==> config.mk <==
export PLATFORM = sky130hd
export DESIGN_NAME = sync_frame_receiver_crc16
export DESIGN_NICKNAME = d
export VERILOG_FILES = /design/src/sv/sfr_pkg.sv /design/src/sv/sync_frame_receiver_crc16.sv /design/src/sv/sfr_ctrl.sv /design/src/sv/sfr_dp.sv
export SDC_FILE = /design/constraint.sdc
export NUM_CORES = 1
export LEC_CHECK = 0
export CORE_AREA = 2 2 113 115
export CTS_CLUSTER_DIAMETER = 80
export CTS_CLUSTER_SIZE = 20
export DETAILED_ROUTE_END_ITERATION = 8
export DIE_AREA = 0 0 115 117
export DONT_BUFFER_PORTS = 1
export SYNTH_ARGS = -nofsm -noshare
export SYNTH_HDL_FRONTEND = slang
export SYNTH_HIERARCHICAL = 1
export SYNTH_SLANG_ARGS = --single-unit
==> constraint.sdc <==
create_clock -name clk_i -period 5.6 [get_ports clk_i]
set_input_delay 1.12 -clock clk_i [delete_from_list [all_inputs] [get_ports clk_i]]
set_output_delay 1.12 -clock clk_i [all_outputs]
set_load 0.005 [all_outputs]
==> src/sv/sfr_pkg.sv <==
`timescale 1ns / 1ps
`default_nettype none

package sfr_pkg;

  localparam logic [7:0]  SYNC_FIRST_RST  = 8'hFF;
  localparam logic [7:0]  SYNC_SECOND_RST = 8'hCC;
  localparam logic [15:0] CRC_POLY        = 16'h1021;
  localparam logic [15:0] CRC_MASK        = 16'hFFFF;

  localparam logic CFG_SYNC_FIRST  = 1'b0;
  localparam logic CFG_SYNC_SECOND = 1'b1;

  localparam logic CMD_BYTE    = 1'b0;
  localparam logic CMD_RELEASE = 1'b1;

  typedef enum logic {
    ST_RUN,
    ST_EMIT
  } state_e;

  typedef struct packed {
    logic step;
    logic load;
  } ctrl_cmd_t;

  typedef struct packed {
    logic frame_done;
    logic out_free;
    logic rd_last;
  } dp_status_t;

  // One byte of CRC-16/XMODEM, MSB first.
  function automatic logic [15:0] crc_add_byte(input logic [15:0] crc, input logic [7:0] b);
    logic [15:0] c;
    c = crc ^ {b, 8'h00};
    for (int k = 0; k < 8; k++) begin
      if (c[15]) begin
        c = ({c[14:0], 1'b0} ^ CRC_POLY) & CRC_MASK;
      end else begin
        c = {c[14:0], 1'b0} & CRC_MASK;
      end
    end
    return c;
  endfunction

endpackage

`default_nettype wire

==> src/sv/sync_frame_receiver_crc16.sv <==
// After its last CRC byte is taken, a frame's words are loaded in ST_EMIT.
// The run of FRAME_LENGTH-4 words leaves at one word per cycle when not stalled;
// the input stalls while the run is loaded into the output register.
// Other bytes are taken one per cycle; the CRC byte update is done within that cycle.
// Reset is asynchronous and active low; the payload store is not cleared.
`timescale 1ns / 1ps
`default_nettype none

module sync_frame_receiver_crc16 #(
  parameter int FRAME_LENGTH = 9
) (
  input  wire logic       clk_i,
  input  wire logic       rst_ni,
  input  wire logic       cfg_we_i,
  input  wire logic       cfg_idx_i,
  input  wire logic [7:0] cfg_data_i,
  input  wire logic       in_valid_i,
  output logic            in_stall_o,
  input  wire logic       command_i,
  input  wire logic [7:0] rx_byte_i,
  output logic            out_valid_o,
  input  wire logic       out_stall_i,
  output logic [7:0]      data_byte_o,
  output logic [3:0]      byte_index_o,
  output logic            crc_ok_o,
  output logic            last_o
);
  import sfr_pkg::*;

  ctrl_cmd_t  cmd;
  dp_status_t status;

  sfr_ctrl u_ctrl (
    .clk_i      (clk_i),
    .rst_ni     (rst_ni),
    .in_valid_i (in_valid_i),
    .in_stall_o (in_stall_o),
    .status_i   (status),
    .cmd_o      (cmd)
  );

  sfr_dp #(
    .FRAME_LENGTH (FRAME_LENGTH)
  ) u_dp (
    .clk_i        (clk_i),
    .rst_ni       (rst_ni),
    .cfg_we_i     (cfg_we_i),
    .cfg_idx_i    (cfg_idx_i),
    .cfg_data_i   (cfg_data_i),
    .command_i    (command_i),
    .rx_byte_i    (rx_byte_i),
    .cmd_i        (cmd),
    .status_o     (status),
    .out_valid_o  (out_valid_o),
    .out_stall_i  (out_stall_i),
    .data_byte_o  (data_byte_o),
    .byte_index_o (byte_index_o),
    .crc_ok_o     (crc_ok_o),
    .last_o       (last_o)
  );

endmodule

`default_nettype wire

==> src/sv/sfr_ctrl.sv <==
`timescale 1ns / 1ps
`default_nettype none

module sfr_ctrl (
  input  wire logic               clk_i,
  input  wire logic               rst_ni,
  input  wire logic               in_valid_i,
  output logic                    in_stall_o,
  input  wire sfr_pkg::dp_status_t status_i,
  output sfr_pkg::ctrl_cmd_t      cmd_o
);
  import sfr_pkg::*;

  state_e state_q, state_d;

  always_ff @(posedge clk_i or negedge rst_ni) begin
    if (!rst_ni) begin
      state_q <= ST_RUN;
    end else begin
      state_q <= state_d;
    end
  end

  always_comb begin
    state_d = state_q;
    unique case (state_q)
      ST_RUN: begin
        if (in_valid_i && status_i.frame_done) begin
          state_d = ST_EMIT;
        end
      end
      ST_EMIT: begin
        if (status_i.out_free && status_i.rd_last) begin
          state_d = ST_RUN;
        end
      end
      default: state_d = ST_RUN;
    endcase
  end

  always_comb begin
    in_stall_o = 1'b1;
    cmd_o      = '0;
    unique case (state_q)
      ST_RUN: begin
        in_stall_o = 1'b0;
        cmd_o.step = in_valid_i;
      end
      ST_EMIT: begin
        cmd_o.load = status_i.out_free;
      end
      default: begin
        in_stall_o = 1'b1;
      end
    endcase
  end

endmodule

`default_nettype wire

==> src/sv/sfr_dp.sv <==
`timescale 1ns / 1ps
`default_nettype none

module sfr_dp #(
  parameter int FRAME_LENGTH = 9
) (
  input  wire logic               clk_i,
  input  wire logic               rst_ni,
  input  wire logic               cfg_we_i,
  input  wire logic               cfg_idx_i,
  input  wire logic [7:0]         cfg_data_i,
  input  wire logic               command_i,
  input  wire logic [7:0]         rx_byte_i,
  input  wire sfr_pkg::ctrl_cmd_t cmd_i,
  output sfr_pkg::dp_status_t     status_o,
  output logic                    out_valid_o,
  input  wire logic               out_stall_i,
  output logic [7:0]              data_byte_o,
  output logic [3:0]              byte_index_o,
  output logic                    crc_ok_o,
  output logic                    last_o
);
  import sfr_pkg::*;

  localparam int         PayloadLen = FRAME_LENGTH - 4;
  localparam int         IdxW       = (PayloadLen > 1) ? $clog2(PayloadLen) : 1;
  localparam logic [4:0] PosCrcHi   = 5'(FRAME_LENGTH - 2);
  localparam logic [4:0] PosCrcLo   = 5'(FRAME_LENGTH - 1);
  localparam logic [4:0] PosFirst   = 5'd0;
  localparam logic [4:0] PosSecond  = 5'd1;
  localparam logic [4:0] PosPayload = 5'd2;
  localparam logic [IdxW-1:0] IdxLast = IdxW'(PayloadLen - 1);

  logic [7:0]      sync_first_q, sync_second_q;
  logic [4:0]      pos_q;
  logic [15:0]     crc_q;
  logic [7:0]      crc_hi_q;
  logic            held_q;
  logic            ok_q;
  logic [IdxW-1:0] rd_idx_q;
  logic [7:0]      store_q [PayloadLen];
  logic [4:0]      pos_off;
  logic [IdxW-1:0] wr_idx;
  logic            is_byte;

  assign is_byte = (command_i == CMD_BYTE) && !held_q;
  assign pos_off = pos_q - PosPayload;
  assign wr_idx  = pos_off[IdxW-1:0];

  assign status_o.frame_done = is_byte && (pos_q == PosCrcLo);
  assign status_o.out_free   = !out_valid_o || !out_stall_i;
  assign status_o.rd_last    = (rd_idx_q == IdxLast);

  always_ff @(posedge clk_i or negedge rst_ni) begin
    if (!rst_ni) begin
      sync_first_q  <= SYNC_FIRST_RST;
      sync_second_q <= SYNC_SECOND_RST;
    end else if (cfg_we_i) begin
      unique case (cfg_idx_i)
        CFG_SYNC_FIRST:  sync_first_q  <= cfg_data_i;
        CFG_SYNC_SECOND: sync_second_q <= cfg_data_i;
        default: ;
      endcase
    end
  end

  always_ff @(posedge clk_i or negedge rst_ni) begin
    if (!rst_ni) begin
      pos_q    <= PosFirst;
      crc_q    <= '0;
      crc_hi_q <= '0;
      held_q   <= 1'b0;
      ok_q     <= 1'b0;
    end else if (cmd_i.step) begin
      if (command_i == CMD_RELEASE) begin
        held_q <= 1'b0;
      end else if (!held_q) begin
        if (pos_q == PosFirst) begin
          if (rx_byte_i == sync_first_q) begin
            pos_q <= PosSecond;
            crc_q <= '0;
          end
        end else if (pos_q == PosSecond) begin
          pos_q <= (rx_byte_i == sync_second_q) ? PosPayload : PosFirst;
          crc_q <= '0;
        end else if (pos_q < PosCrcHi) begin
          crc_q <= crc_add_byte(crc_q, rx_byte_i);
          pos_q <= pos_q + 5'd1;
        end else if (pos_q == PosCrcHi) begin
          crc_hi_q <= rx_byte_i;
          pos_q    <= pos_q + 5'd1;
        end else if (pos_q == PosCrcLo) begin
          ok_q   <= ({crc_hi_q, rx_byte_i} == crc_q);
          held_q <= 1'b1;
          pos_q  <= PosFirst;
          crc_q  <= '0;
        end else begin
          pos_q <= PosFirst;
          crc_q <= '0;
        end
      end
    end
  end

  always_ff @(posedge clk_i) begin
    if (cmd_i.step && is_byte && (pos_q >= PosPayload) && (pos_q < PosCrcHi)) begin
      store_q[wr_idx] <= rx_byte_i;
    end
  end

  always_ff @(posedge clk_i or negedge rst_ni) begin
    if (!rst_ni) begin
      out_valid_o <= 1'b0;
      rd_idx_q    <= '0;
    end else if (cmd_i.load) begin
      out_valid_o <= 1'b1;
      rd_idx_q    <= status_o.rd_last ? '0 : rd_idx_q + IdxW'(1);
    end else if (!out_stall_i) begin
      out_valid_o <= 1'b0;
    end
  end

  always_ff @(posedge clk_i) begin
    if (cmd_i.load) begin
      data_byte_o  <= store_q[rd_idx_q];
      byte_index_o <= 4'(rd_idx_q);
      crc_ok_o     <= ok_q;
      last_o       <= status_o.rd_last;
    end
  end

endmodule

`default_nettype wire

* Word-level counts from Yosys, hierarchy flattened
Memories as Yosys holds them, arrays and structs flattened. A register that Yosys moved wholly into a read port is not among the register bits. Cells that the tools add are included. W data, S select, Z words.
Cells by class: $add $sub $neg 3, magnitude comparators 2, equal/unequal tests 10, mux-type cells 79, bitwise logic cells 17, reductions and logical operators 18
Operators by type and width (number):
- $mux W16 | 47
- $mux W13 | 8
- $mux W5 | 5
- $not A3 Y3 | 8
- $eq A16 B16 Y1 | 1
- $eq A8 B8 Y1 | 2
- $mux W1 | 16
- $xor A16 B16 Y16 | 1
- $not A1 Y1 | 8
- $reduce_and A8 Y1 | 1
- $logic_and A1 B1 Y1 | 7
- $reduce_and A7 Y1 | 1
- $add A5 B1 Y5 const B | 1
- $eq A5 B1 Y1 const B | 1
- $eq A5 B3 Y1 const B | 1
- $eq A5 B4 Y1 const B | 1
- $ge A5 B2 Y1 const B | 1
- $logic_not A5 Y1 | 1
- $lt A5 B3 Y1 const B | 1
- $reduce_and A5 Y1 | 1
- $ne A4 B2 Y1 const B | 1
- $reduce_and A2 Y1 | 2
- $reduce_and A4 Y1 | 1
- $add A3 B1 Y3 const B | 1
- other kinds (9) | 11
Word-level totals: flip-flop bits (word level) 57, bits in writable memories 40, input bits 23, memories kept 1
Memories:
- u_dp.store_q | words 5, bits a word 8, read ports 1, clocked after Yosys merged registers in 1, write ports 1, RTL line sfr_dp.sv:41 | logic [7:0] store_q [PayloadLen];

* Longest topological paths before layout
Gate-level depths: netlist of the first run.
word-level depth 62, mapped depth 7, gate-level depth less buffers 7

* Modules after synthesis
Netlist of the first run, hierarchy kept.
Modules (own cells, without submodules):
- sfr_dp | times used 1, cells an instance 329, area an instance 4768.3 um^2
- sfr_ctrl | times used 1, cells an instance 5, area an instance 56.3 um^2

* Least setup slack after synthesis of the first run
No wires, ideal clock.
path type in2reg, from input in_valid_i, to memory u_dp.store_q[0][0] (enable), setup time 0.383 ns, arrival time 2.287 ns, path slack 2.930 ns, stages 5, buffers on the path 1, path through and2b_2 > and2_1 > buf_2 > nand3_1 > nor3_1
Between the ends: longest elaborated chain between the ends 6
Ends and longest elaborated chain:
- start, declared | RTL line sync_frame_receiver_crc16.sv:17 | input wire logic in_valid_i,
- $mux W1 | RTL line sfr_ctrl.sv:44 | unique case (state_q)
- $logic_and A1 B1 Y1 (3 in series) | RTL line sfr_dp.sv:106 | if (cmd_i.step && is_byte && (pos_q >= PosPayload) && (pos_q < PosCrcHi)) begin
- $mux W1 | RTL line sfr_dp.sv:106
- $mux W1 (not written as such) | RTL line sfr_dp.sv:107 | store_q[wr_idx] <= rx_byte_i;
- end, declared | RTL line sfr_dp.sv:41
No other way between the ends.

* Worst setup path in the final report of the first run
from input command_i, to memory u_dp.store_q[1][1] (enable)
Between the ends: longest elaborated chain between the ends 7
Ends and longest elaborated chain:
- start, declared | RTL line sync_frame_receiver_crc16.sv:19 | input wire logic command_i,
- $not A1 Y1 (no line)
- $logic_and A1 B1 Y1 | RTL line sfr_dp.sv:46 | assign is_byte = (command_i == CMD_BYTE) && !held_q;
- $logic_and A1 B1 Y1 (3 in series) | RTL line sfr_dp.sv:106
- $mux W1 | RTL line sfr_dp.sv:106
- $mux W1 (not written as such) | RTL line sfr_dp.sv:107
No other way between the ends.

==> metrics.md, run 1 <==
| Metric | Value |
|---|---|
| Status | complete, no violations |
| R2R Path Start | u_ctrl/state_q |
| Most frequent cells in the layout | edfxtp_1, dfrtp_1, mux2_2 |
| First-pass GRT wire length | 14.5 mm |
| Yosys top cell by area | edfxtp_1 |
| Sw power | 0.773 mW |
| Fillers | 1133 |
| All-Layer GR Usage | 14.6% |
| CTS Hold Bufs | 0 |
| Final Cycle Share | 49.5% |
| IO buf count | 0 |
| Switching Share | 31.5% |
| CP Launch Type | input port |
| Final ANT Viol Nets | 0 |
| Std-Cell Rows | 41 |
| DR DRC count | 0 |
| Synth top area share | 33.0% |
| Worst-Margin Slew | 1.14 ns |
| Overflow after GRT | 0 |
| Pwr/cell area | 469 mW/mm2 |
| Netlist cell types | 41 |
| R2R depth | 4 |
| Worst min-delay path category | in2async |
| Layout cells sized above 1 | 27.8% |
| Via density per instance | 5.10 |
| H-tree depth | 3 |
| Initial core utilization | 39.2% |
| Worst EP required | 5.57 ns |
| Synth Register Bits | 105 |
| Vias in the first global route | 2583 |
| Layout area overhead | 8.43% |
| Clock transition at the registers of the reported paths | 0.08 ns |
| Internal | 1.68 mW |
| # nets final | 358 |
| Setup-failing EPs final | 0 |
| Final-report hold violation count | 0 |
| WP data arrival | 2.73 ns |
| Post-Syn Instances | 334 |
| Clk_lat worst skew | 0.35 ns |
| Total CTS buffers | 9 |
| Relative slew slack | 23.5% |
| Gate power share | 29.7% |
| Final period demand of the worst path | 2.77 ns |
| Worst hold slack | 0.461 ns |
| DRT Pass-1 Iters | 4 |
| Clock tree buffer depth | 2 |
| Via count | 2474 |
| Die Y-Extent | 117 um |
| Placer Congestion | 0.824 |
| # Max-Cap Violations | 0 |
| N_diodes | 0 |
| Clock Power Share | 25.1% |
| IO Count | 39 |
| Worst Path Class, Setup | in2reg |
| Largest net degree at the start of global routing | 53 |
| Avg Inst Size Synth | 14.4 um2 |
| Reg power frac | 45.2% |
| CP Capture Type | register |
| FF-to-FF End | u_dp/store_q[1][1] |
| Clock Skew | 0.00928 ns |
| Ys Warns | 6 |
| Initial antenna violation count | 0 |
| Clk root buf | clkbuf_16 |
| Fin Setup TNS | 0 ns |
| Cells taking the most area after synthesis | edfxtp_1, dfrtp_1, mux2_2, dfstp_2, xor2_1 |
| Clock sink count | 105 |
| Sequential fraction of the synthesis area | 60.3% |
| DRT Wirelength | 8.72 mm |
| Core area | 0.0123 mm2 |
| Post-CTS sizing | 0 |
| Total power | 2.45 mW |
| Post-DP HPWL | 6.05 mm |
| P_leak | 2.04 nW |
| Die width | 115 um |
| Mapped Area | 0.00482 mm2 |
| Post-CTS Setup Repair Bufs | 0 |
| Worst-path maximum fanout | 8 |
| TritonCTS clock tree | done |
| Most common cell after layout, fill and taps aside | edfxtp_1 |
| Post-DR wirelength/cell | 18.0 um |
| RSZ-0062 raised after global routing | false |
| Initial DRC Count | 164 |
| Mapped Nets | 362 |
| VDD IR max | 284 uV |
| Die ar. | 0.0135 mm2 |
| Highest clock rate | 361 MHz |
| Final-report max-slew violation count | 0 |
| Flop2flop setup slack | 3.08 ns |
## routing by layer
| metal | track usage [%] | wire length, um | up-vias | part of all wire [%] |
|---|---|---|---|---|
| li1 | - | - | 1170 | - |
| met1 | 19.3 | 4050 | 1240 | 46 |
| met2 | 23.3 | 4130 | 57 | 47 |
| met3 | 4.43 | 433 | 7 | 5.0 |
| met4 | 4.58 | 110 | 0 | 1.3 |
| met5 | 0 | 0 | - | 0 |
## per-stage QoR
step / worst slack (ns) / utilization (%) / area [um2] / cells
after floorplan: 2.93 / - / 4820 / 334
after global placement: 2.61 / 40.1 / 4940 / 469
after detailed placement: 2.46 / 40.1 / 4940 / 469
after CTS: 2.84 / 42.5 / 5230 / 485
after global routing: 2.64 / 42.5 / 5230 / 485
final: 2.83 / 42.5 / 5230 / 485
## synthesized netlist by cell type (all sizes together)
library cell	n
nand2	13
o2bb2ai	1
and2b	1
o21ai	7
nand3	6
a32o	1
mux2	48
edfxtp	53
a21oi	6
nor3	2
xnor2	24
or3	2
buf	11
o211ai	3
ha	5
nor2	19
nand4	2
clkbuf	7
a41o	1
xor2	32
conb	1
nand2b	1
mux4	8
nor2b	5
nand3b	1
dfstp	12
dfrtp	40
inv	7
nor4bb	1
and2	4
nor4	8
or2	2
## registers in the layout (all words and copies together) (netlist names)
register,count
u_dp/store_q,40
u_dp/crc_hi_q,8
u_dp/rd_idx_q,3
u_dp/crc_ok_o,1
u_dp/crc_q,16
u_dp/byte_index_o,3
u_dp/pos_q,5
u_dp/data_byte_o,8
u_dp/last_o,1
u_dp/sync_first_q,8
u_dp/held_q,1
u_dp/out_valid_o,1
u_dp/sync_second_q,8
u_ctrl/state_q,1
u_dp/ok_q,1
## cell families after synthesis
family,after synthesis,synth area share [%]
adder cells (fa/ha/maj),5,1.30
flip-flops,105,60.3
buffers and inverters,25,2.54
AO/OA/AOI/OAI,19,2.52
multiplexers,56,15.7
XOR/XNOR,56,10.2
AND/OR/NAND/NOR,67,7.42
other,1,0.0777
## critical path, cell delays in order
cell	delay, ns
nor2_1	0.13
and2_1	0.37
nand3_1	0.21
nor3_1	0.90
## how the worst max path moves through the flow
| stage | from | to | slack (ns) | depth (start not counted) |
|---|---|---|---|---|
| global placement | in_valid_i | u_dp/store_q[1][1] | 2.61 | 4 |
| finish | command_i | u_dp/store_q[1][1] | 2.83 | 4 |
| CTS | command_i | u_dp/store_q[1][2] | 2.84 | 4 |
| floorplan | in_valid_i | u_dp/store_q[0][0] | 2.93 | 5 |
| detailed placement | command_i | u_dp/store_q[1][2] | 2.46 | 4 |
| global route | command_i | u_dp/store_q[1][2] | 2.64 | 4 |
## power groups by stage
| stage | Sequential [mW] | Combinational, mW | Clock, mW |
|---|---|---|---|
| finish | 1.11 | 0.727 | 0.616 |
| global route | 1.13 | 0.809 | 0.672 |
| CTS | 1.11 | 0.735 | 0.638 |
| detailed placement | 1.13 | 0.730 | 0 |
| global placement | 1.12 | 0.717 | 0 |
| floorplan | 1.05 | 0.662 | 0 |
## cell type report
type	count	area (um2)	area share (%)
Inverter	7	26.3	0.502
Tap cell	150	188	3.59
Sequential cell	105	2910	55.6
Timing Repair Buffer	3	22.5	0.431
Clock inverter	7	67.6	1.29
Multi-Input combinational cell	204	1790	34.3
Clock buffer	9	225	4.31
(Power assumes the default switching activity.)
==> inputs of run 2 (changes only) <==
--- a/config.mk
+++ b/config.mk
@@ -5,11 +5,12 @@
 export SDC_FILE = /design/constraint.sdc
 export NUM_CORES = 1
 export LEC_CHECK = 0
-export CORE_AREA = 2 2 113 115
+export ABC_AREA = 1
+export CORE_AREA = 2 2 117 119
 export CTS_CLUSTER_DIAMETER = 80
 export CTS_CLUSTER_SIZE = 20
 export DETAILED_ROUTE_END_ITERATION = 8
-export DIE_AREA = 0 0 115 117
+export DIE_AREA = 0 0 119 121
 export DONT_BUFFER_PORTS = 1
 export SYNTH_ARGS = -nofsm -noshare
 export SYNTH_HDL_FRONTEND = slang
==> constraint.sdc (replaced) <==
create_clock -name clk_i -period 2.59 [get_ports clk_i]
set_input_delay 0.518 -clock clk_i [delete_from_list [all_inputs] [get_ports clk_i]]
set_output_delay 0.518 -clock clk_i [all_outputs]
set_load 0.005 [all_outputs]
==> run 2 against run 1 <==
Clock power is 110% higher. Routed wire length up 34%. Utilization increased by 0.39 points. Sequential power is 120% higher. Synthesized cell count up 70%. First-iteration DRC count up 47%.
==> metrics.md, run 2 <==
| Metric | Value |
|---|---|
| Status | complete, no violations |
| First-pass GRT wire length | 19.3 mm (+33%) |
| # nets final | 599 (+67%) |
| Highest clock rate | 470 MHz |
| Die Y-Extent | 121 um (+3.4%) |
| Clk root buf | clkbuf_16 |
| Synth Register Bits | 105 (unchanged) |
| Mapped Area | 0.00512 mm2 (+6.1%) |
| Final-report max-slew violation count | 0 (unchanged) |
| Top flop regs | u_dp/store_q x40, u_dp/crc_q x16 |
| Netlist cell types | 35 (-15%) |
| Sequential fraction of the synthesis area | 56.8% (-3.5 points) |
| Overflow after GRT | 0 (unchanged) |
| P_leak | 2.43 nW (+19%) |
| Avg Inst Size Synth | 9.03 um2 (-37%) |
| RSZ-0062 raised after global routing | false |
| IO Count | 39 (unchanged) |
| Clock transition at the registers of the reported paths | 0.07 ns (about the same) |
| Non-Filler Instances | 751 (+55%) |
| Std-Cell Rows | 42 (+2.4%) |
| Die ar. | 0.0144 mm2 (+7.0%) |
| Post-DR wirelength/cell | 15.6 um (-13%) |
| Pwr/cell area | 962 mW/mm2 (+110%) |
| Clock Power Share | 23.9% (-1.2 points) |
| Yosys top cell by area | edfxtp_1 |
| Worst EP required | 2.85 ns (-2.72 ns) |
| Sw power | 2.01 mW (+160%) |
| Via count | 3707 (+50%) |
| Mapped Nets | 596 (+65%) |
| Initial DRC Count | 241 (+47%) |
| Post-synth EDFFs | 53 (unchanged) |
| Worst-path maximum fanout | 19 (+11) |
| Reg power frac | 44.6% (-0.6 points) |
| Clk_lat worst skew | 0.34 ns (about the same) |
| Vias in the first global route | 3670 (+42%) |
| Post-synth top flop | edfxtp_1 |
| Initial core utilization | 39.1% (-0.059 points) |
| R2R Path Start | u_dp/rd_idx_q[0] |
| Design Area, Final | 0.00561 mm2 (+7.2%) |
| TritonCTS clock tree | done |
| Clock Skew | 0.00657 ns (-0.00272 ns) |
| Post-CTS sizing | 0 (unchanged) |
| Gate power share | 31.5% (+1.8 points) |
| Worst min-delay path category | in2async |
| CP Launch Type | register |
| Layout area overhead | 9.58% |
| Top reg by flops | u_dp/store_q |
| Relative slew slack | 54.6% (+31 points) |
| H-tree depth | 3 (unchanged) |
| Worst Setup SP | u_dp/rd_idx_q[0] |
| VDD IR max | 413 uV (+45%) |
| IO buf count | 0 (unchanged) |
| Synth top cells by count | nand2_1, nor2_1, edfxtp_1 |
| Synth top area share | 31.1% (-1.9 points) |
| Final core utilization | 42.9% (+0.39 points) |
| Largest net degree at the start of global routing | 41 (-23%) |
| CP Capture Type | register |
| Placer Congestion | 0.923 (+12%) |
| Core area | 0.0131 mm2 (+6.3%) |
| Post-DP HPWL | 8.21 mm (+36%) |
| Final worst slack | 0.462 ns (-2.37 ns) |
| Final Cycle Share | 82.2% |
| R2R depth | 4 (unchanged) |
| Clock sink count | 105 (unchanged) |
| Flop2flop setup slack | 0.46 ns (-2.62 ns) |
| Via density per instance | 4.94 (-3.2%) |
| Worst-Margin Slew | 0.680 ns (-0.458 ns) |
| Initial antenna violation count | 0 (unchanged) |
| Clock tree buffer depth | 2 (unchanged) |
| Most common cell after layout, fill and taps aside | nand2_1 |
| Most frequent cell after synthesis | nand2_1 |
| WP data arrival | 2.39 ns (-0.34 ns) |
| FF-to-FF End | u_dp/rd_idx_q[2] |
| # Max-Cap Violations | 0 (unchanged) |
| N_diodes | 0 (unchanged) |
| Most frequent cells in the layout | nand2_1, nor2_1, edfxtp_1 |
| Final-report hold violation count | 0 (unchanged) |
| DR DRC count | 0 (unchanged) |
| Largest register FFs | 40 (unchanged) |
| Die width | 119 um (+3.5%) |
| Switching Share | 37.2% (+5.7 points) |
| Final ANT Viol Nets | 0 (unchanged) |
| All-Layer GR Usage | 17.3% (+2.8 points) |
| Worst Path Class, Setup | reg2reg |
| Layout cells sized above 1 | 8.52% (-19 points) |
| DRT Pass-1 Iters | 4 (unchanged) |
| CP endpoint | u_dp/rd_idx_q[2] |
| Post-DP Area | 0.00529 mm2 (+7.0%) |
| Final period demand of the worst path | 2.13 ns |
| Pre-CTS setup slack | 0.457 ns (-2.00 ns) |
| Post-Syn Instances | 567 (+70%) |
| Post-Place Cells | 732 (+56%) |
| Total CTS buffers | 9 (unchanged) |
| Setup-failing EPs final | 0 (unchanged) |
| FFs w/ async S/R, synth | 49.5% (unchanged) |
| Ys Warns | 6 (unchanged) |
| DRT Wirelength | 11.7 mm (+34%) |
| Internal | 3.39 mW (+100%) |
| Fin Setup TNS | 0 ns (unchanged) |
| Cells taking the most area after synthesis | edfxtp_1, dfrtp_1, nand2_1, dfstp_2, nor2_1 |
==> run 2: routing by layer <==
metal	track usage, %	wire length [um]	vias up
met3	3.62	490	15
met4	4.91	182	0
met5	0	0	-
li1	-	-	1844
met2	29.7	5760	97
met1	22.2	5250	1751
==> run 2: worst min path at each step <==
stage,to
3_5_place_dp,u_dp/crc_q[4]
4_1_cts,u_dp/sync_first_q[7]
3_3_place_gp,u_dp/crc_q[6]
2_1_floorplan,u_ctrl/state_q
5_1_grt,u_dp/crc_q[4]
6_report,u_dp/crc_q[4]
==> run 2: layout make-up <==
class                           instances  area, um2
Clock buffer                           11        243
Sequential cell                       105       2910
Clock inverter                          5       35.0
Tap cell                              176        220
Multi-Input combinational cell        388       1900
Fill cell                            1262       7470
Timing Repair Buffer                    8       85.1
Inverter                               58        218
==> run 2: timing repair <==
| action | in CTS | in global routing |
|---|---|---|
| endpoints found under the setup margin | 0 | 0 |
| hold buffers | 1 | 2 |
| buffers inserted | 0 | 0 |
| endpoints found under the hold margin | 40 | 10 |
==> run 2: per-stage QoR <==
step                hold slack [ns]  power, mW
floorplan                     0.222       3.70
finish                      0.00842       5.40
CTS                         0.00221       5.42
detailed placement            0.225       4.12
global route                 0.0142       5.80
global placement              0.225       4.06
==> run 2: kinds of logic (layout without fill, tap and decap cells) <==
kind of cell / after synthesis / in the layout / share of synthesized area (%)
AOI/OAI and AO/OA: 67 / 67 / 7.06
xor gates and xnor gates: 28 / 28 / 4.79
adders and majority gates: 6 / 6 / 1.47
buffers and inverters: 74 / 82 / 6.06
DFF: 105 / 105 / 56.8
other: 1 / 1 / 0.0732
and+or+nand+nor: 286 / 286 / 23.8
==> run 2: worst max-delay path, cell delays in order (launching register included) <==
cell	delay [ns]
dfrtp_1	0.70
clkinv_1	0.56
ha_1	0.39
or2_2	0.27
a31oi_1	0.12
==> run 2: power groups by stage <==
stage               sequential (mW)  clock [mW]  combinational, mW
detailed placement             2.44           0               1.67
CTS                            2.41        1.32               1.70
finish                         2.41        1.29               1.70
floorplan                      2.31           0               1.39
global route                   2.45        1.39               1.96
global placement               2.43           0               1.63
